===== config.mk =====
export PLATFORM = sky130hd
export DESIGN_NAME = tfpd_pid_term
export DESIGN_NICKNAME = d
export VERILOG_FILES = /design/src/rtl/core/tfpd_pkg.sv /design/src/rtl/core/tfpd_pid_term.sv
export SDC_FILE = /design/constraint.sdc
export NUM_CORES = 2
export LEC_CHECK = 0
export BUFFER_PORTS_ARGS = -buffer_cell sky130_fd_sc_hd__clkbuf_2
export CORE_UTILIZATION = 40
export DETAILED_ROUTE_END_ITERATION = 7
export GPL_ROUTABILITY_DRIVEN = 0
export GPL_TIMING_DRIVEN = 0
export SYNTH_ARGS = -nofsm -noshare
export SYNTH_HDL_FRONTEND = slang
export SYNTH_SLANG_ARGS = --single-unit

===== constraint.sdc =====
create_clock -name vclk -period 16.05
set_clock_uncertainty 0.15 [all_clocks]
set_input_delay 0.8025 -clock vclk [all_inputs]
set_output_delay 0.8025 -clock vclk [all_outputs]
set_load 0.01 [all_outputs]

===== src/rtl/core/tfpd_pkg.sv =====
// Shared types and constants for the target follow drive core.
// No dependencies.
`default_nettype none

package tfpd_pkg;

  localparam int GAIN_W     = 12;
  localparam int DUTY_W     = 7;
  localparam int CFG_IDX_W  = 3;

  typedef logic signed [GAIN_W-1:0] gain_t;
  typedef logic [DUTY_W-1:0]        duty_t;

  // Gains of one PID loop, Q4.8 signed
  typedef struct packed {
    gain_t kp;
    gain_t ki;
    gain_t kd;
  } pid_gains_t;

  // Configuration register indexes
  typedef enum logic [CFG_IDX_W-1:0] {
    REG_RUN_KP        = 3'd0,
    REG_RUN_KI        = 3'd1,
    REG_RUN_KD        = 3'd2,
    REG_TURN_KP       = 3'd3,
    REG_TURN_KI       = 3'd4,
    REG_TURN_KD       = 3'd5,
    REG_SPEED_CEILING = 3'd6,
    REG_SPEED_FLOOR   = 3'd7
  } cfg_reg_t;

  localparam duty_t DUTY_LIMIT = 7'd100;

  // Register reset values
  localparam gain_t RST_RUN_KP        = 12'sd77;
  localparam gain_t RST_RUN_KI        = 12'sd0;
  localparam gain_t RST_RUN_KD        = 12'sd256;
  localparam gain_t RST_TURN_KP       = 12'sd102;
  localparam gain_t RST_TURN_KI       = 12'sd0;
  localparam gain_t RST_TURN_KD       = 12'sd0;
  localparam duty_t RST_SPEED_CEILING = 7'd20;
  localparam duty_t RST_SPEED_FLOOR   = 7'd10;

endpackage

`default_nettype wire


===== src/rtl/core/tfpd_pid_term.sv =====
// One PID output term: kp*e + ki*S + kd*de, scaled down with truncation toward zero.
// Depends on tfpd_pkg for the gain struct.
`default_nettype none

module tfpd_pid_term #(
  parameter int ERR_W  = 11,
  parameter int SUM_W  = 24,
  parameter int FRAC_W = 8
) (
  input  logic signed [ERR_W-1:0]             err,
  input  logic signed [ERR_W:0]               err_delta,
  input  logic signed [SUM_W-1:0]             err_sum,
  input  tfpd_pkg::pid_gains_t                gains,
  output logic signed [SUM_W+14-FRAC_W-1:0]   q
);
  import tfpd_pkg::*;

  localparam int ACC_W = SUM_W + 14;

  logic signed [GAIN_W+ERR_W-1:0] p_prop;
  logic signed [GAIN_W+SUM_W-1:0] p_int;
  logic signed [GAIN_W+ERR_W:0]   p_der;
  logic signed [ACC_W-1:0]        acc;
  logic signed [ACC_W-1:0]        acc_adj;

  // Form the three products in parallel
  assign p_prop = gains.kp * err;
  assign p_int  = gains.ki * err_sum;
  assign p_der  = gains.kd * err_delta;

  assign acc = ACC_W'(p_prop) + ACC_W'(p_int) + ACC_W'(p_der);

  // Bias negative sums so the arithmetic shift truncates toward zero
  assign acc_adj = acc[ACC_W-1]
                 ? acc + {{(ACC_W-FRAC_W){1'b0}}, {FRAC_W{1'b1}}}
                 : acc;

  assign q = acc_adj[ACC_W-1:FRAC_W];

endmodule

`default_nettype wire


==> qor.txt <==
STA
----------------------------------------------------------------------------------
Tmin final                                                                11.09 ns
Slew at the pin closest to its max-slew limit                              1.14 ns
Number of hold-slack violations in the final timing report                       0
Rel. slew slack                                                              23.6%
Setup-violating endpoint count in the final report                               0
Post-Route Setup TNS                                                          0 ns
Max-slew violation count                                                         0
RSZ-0062 raised after global routing                                         false
Post-route fraction of the period consumed by the critical path              69.1%
Peak Freq                                                               0.0902 GHz

SYNTH
----------------------------------------------------------------------------------
Average cell area after synthesis                                         9.36 um2
Synth cell types                                                                59
Mapped Nets                                                                  3,435
Total of warnings raised by yosys                                                0
Synthesized instance count                                                   2,518
Area of the mapped netlist                                              23,600 um2
Part of the Yosys area used for sequential elements                             0%

WORST SETUP PATH
----------------------------------------------------------------------------------
CP max FO                                                                       11
Worst setup path startpoint                                           err_delta[0]
Critical path capture point type                                        output pin
Startpoint type of the worst setup path                                  input pin
Endpoint of the most critical setup path                                     q[18]
Worst path arrival time                                                   10.14 ns
Kind of critical path                                                 input pin to output pin
Required time worst endpoint                                              15.10 ns

CLOCKING
----------------------------------------------------------------------------------
Setup bufs post-CTS                                                              0
Post-CTS resize count                                                            0
Total of hold buffers inserted after clock tree synthesis                        0

ROUTING
----------------------------------------------------------------------------------
Vias                                                                        16,554
Routed len/inst                                                            18.3 um
Iteration count of the initial detailed-routing pass                             7
Post-route ant nets                                                              0
Initial drt markers                                                          1,068
Vias per std cell                                                             4.87
# DRC                                                                            0
Final Routed Wirelength                                                  62,000 um

PLACE
----------------------------------------------------------------------------------
Quantity of I/O buffers inserted on ports                                      113
Detailed placer's ending HPWL                                            57,600 um
Instance count after placement with tap cells included                       3,396

CELLS AND AREA
----------------------------------------------------------------------------------
Total of clock buffers placed in the layout                                      0
Final sequential cell count                                                      0
Share of cells above drive strength 1                                        4.94%
Final standard cell count with taps included and fillers excluded            3,398
Area of all sequential standard cells                                        0 um2
Number of nets in the final layout                                           3,550
Signed area change from the synthesized netlist to the final layout          6.48%

FLOORPLAN
----------------------------------------------------------------------------------
Top Ports                                                                      113
Area of the placeable core                                              57,900 um2
Area of the die                                                         59,900 um2
Number of placement rows                                                        88
Chip width                                                                  245 um
Effective utilization at floorplan                                           40.7%
Die Height                                                                  245 um

GRT
----------------------------------------------------------------------------------
Largest net degree at the start of global routing                               13
First-pass GRT wire length                                              103,000 um
Antenna violations before repair                                                 7
Total track usage                                                            22.1%
Congestion Overflow GR                                                           0
Via count of the first global-routing pass                                  18,920

OUTCOME
----------------------------------------------------------------------------------
Run status                                                            finished, final reports clean

FLOW RUN
----------------------------------------------------------------------------------
Max_cap viols                                                                    0

HOLD PATH
----------------------------------------------------------------------------------
Path class of the lowest-slack min-delay path                         input pin to output pin

[stage by stage]
step | hold slack (ns) | util (%) | setup slack [ns] | cell area [um2]
final | 2.49 | 43.3 | 4.96 | 25100
after global placement | 2.48 | 43.3 | 5.07 | 25100
after CTS | 2.50 | 43.3 | 4.97 | 25100
after global routing | 2.59 | 43.3 | 4.37 | 25100
after floorplan | 2.10 | - | 6.56 | 23600
after detailed placement | 2.50 | 43.3 | 5.01 | 25100
[worst min path at each step]
stage            startpoint    to  cells past startpoint
6_report       err_delta[0]  q[0]                      8
5_1_grt        err_delta[0]  q[0]                      8
4_1_cts        err_delta[0]  q[0]                      8
3_5_place_dp   err_delta[0]  q[0]                      8
3_3_place_gp   err_delta[0]  q[0]                      8
2_1_floorplan  err_delta[0]  q[0]                      6
[cells by family after synthesis]
kind of cell	count (synthesis)	share of synthesized area, %
muxes	4	0.180
xor gates and xnor gates	68	2.53
AOI/OAI and AO/OA	114	3.22
and+or+nand+nor	702	15.0
adders and majority gates	834	66.4
buffers and inverters	796	12.7
[area by class of cell]
| class | count | area, um2 |
|---|---|---|
| inverters | 685 | 2570 |
| well taps | 765 | 957 |
| diodes | 2 | 5.00 |
| fillers | 5741 | 32800 |
| multi-input cells | 1722 | 20600 |
| repair buffers | 113 | 566 |
| plain buffers | 111 | 420 |
[routing by layer]
layer | share of wire [%] | track usage [%] | vias to the layer above
met4 | 2.3 | 3.95 | 8
li1 | - | - | 7416
met3 | 5.6 | 2.49 | 82
met5 | 0.077 | 0 | -
met2 | 50 | 38.1 | 439
met1 | 42 | 30.3 | 8609
[cells in the mapped netlist, types with 3 or more instances]
master	instances	area, um2
sky130_fd_sc_hd__fa_1	694	13900
sky130_fd_sc_hd__inv_1	684	2570
sky130_fd_sc_hd__nand2_1	318	1190
sky130_fd_sc_hd__and2_1	239	1500
sky130_fd_sc_hd__ha_1	140	1750
sky130_fd_sc_hd__clkbuf_1	108	405
sky130_fd_sc_hd__nor2_1	44	165
sky130_fd_sc_hd__xnor2_1	43	377
sky130_fd_sc_hd__a21oi_1	34	170
sky130_fd_sc_hd__nand2b_1	29	181
sky130_fd_sc_hd__xor2_1	25	219
sky130_fd_sc_hd__o21ai_0	17	85.1
sky130_fd_sc_hd__nand3_1	13	65.1
sky130_fd_sc_hd__nor3_1	11	55.1
sky130_fd_sc_hd__nand4_1	8	50.1
sky130_fd_sc_hd__a21o_1	7	52.6
sky130_fd_sc_hd__a31oi_1	6	37.5
sky130_fd_sc_hd__nor2b_1	6	37.5
sky130_fd_sc_hd__nor4_1	6	37.5
sky130_fd_sc_hd__o21ai_1	6	30.0
sky130_fd_sc_hd__a211oi_1	5	37.5
sky130_fd_sc_hd__and4_1	5	43.8
sky130_fd_sc_hd__nor3_2	5	50.1
sky130_fd_sc_hd__o211ai_1	4	30.0
sky130_fd_sc_hd__or3_1	4	25.0
sky130_fd_sc_hd__a211o_1	3	26.3
sky130_fd_sc_hd__a211oi_2	3	37.5
sky130_fd_sc_hd__buf_2	3	15.0
sky130_fd_sc_hd__nor3b_1	3	22.5
sky130_fd_sc_hd__o21a_1	3	22.5
sky130_fd_sc_hd__o21bai_1	3	22.5
sky130_fd_sc_hd__o221ai_1	3	26.3
sky130_fd_sc_hd__o22ai_1	3	18.8
[critical path, cell delays in order]
cell and delay (ns):
sky130_fd_sc_hd__clkbuf_2 0.10, sky130_fd_sc_hd__clkbuf_1 0.50, sky130_fd_sc_hd__nand2_1 0.20, sky130_fd_sc_hd__inv_1 0.16
sky130_fd_sc_hd__fa_1 0.56, sky130_fd_sc_hd__fa_1 0.62, sky130_fd_sc_hd__inv_1 0.20, sky130_fd_sc_hd__fa_1 0.49
sky130_fd_sc_hd__fa_1 0.42, sky130_fd_sc_hd__inv_1 0.52, sky130_fd_sc_hd__fa_1 0.56, sky130_fd_sc_hd__fa_1 0.58
sky130_fd_sc_hd__fa_1 0.46, sky130_fd_sc_hd__fa_1 0.46, sky130_fd_sc_hd__ha_1 0.28, sky130_fd_sc_hd__clkbuf_1 0.30
sky130_fd_sc_hd__nand3_1 0.25, sky130_fd_sc_hd__nor3_1 0.42, sky130_fd_sc_hd__and4_1 0.34, sky130_fd_sc_hd__o21ai_1 0.20
sky130_fd_sc_hd__a32oi_1 0.27, sky130_fd_sc_hd__xnor2_1 0.35, sky130_fd_sc_hd__nand4b_1 0.44, sky130_fd_sc_hd__nor3_1 0.26
sky130_fd_sc_hd__xor2_1 0.20, sky130_fd_sc_hd__clkbuf_2 0.16
[placed cells by master, fill, tap and decap left out, types with 5 or more instances in the layout]
| cell | count |
|---|---|
| sky130_fd_sc_hd__a211oi_1 | 5 |
| sky130_fd_sc_hd__a21o_1 | 7 |
| sky130_fd_sc_hd__a21oi_1 | 34 |
| sky130_fd_sc_hd__a31oi_1 | 6 |
| sky130_fd_sc_hd__and2_1 | 239 |
| sky130_fd_sc_hd__and4_1 | 5 |
| sky130_fd_sc_hd__clkbuf_1 | 108 |
| sky130_fd_sc_hd__clkbuf_2 | 113 |
| sky130_fd_sc_hd__fa_1 | 694 |
| sky130_fd_sc_hd__ha_1 | 140 |
| sky130_fd_sc_hd__inv_1 | 684 |
| sky130_fd_sc_hd__nand2_1 | 318 |
| sky130_fd_sc_hd__nand2b_1 | 29 |
| sky130_fd_sc_hd__nand3_1 | 13 |
| sky130_fd_sc_hd__nand4_1 | 8 |
| sky130_fd_sc_hd__nor2_1 | 44 |
| sky130_fd_sc_hd__nor2b_1 | 6 |
| sky130_fd_sc_hd__nor3_1 | 11 |
| sky130_fd_sc_hd__nor3_2 | 5 |
| sky130_fd_sc_hd__nor4_1 | 6 |
| sky130_fd_sc_hd__o21ai_0 | 17 |
| sky130_fd_sc_hd__o21ai_1 | 6 |
| sky130_fd_sc_hd__xnor2_1 | 43 |
| sky130_fd_sc_hd__xor2_1 | 25 |
Power is left out: the tool's default activity adds up to more than one toggle a clock period on the data nets, which glitch-free logic cannot reach.
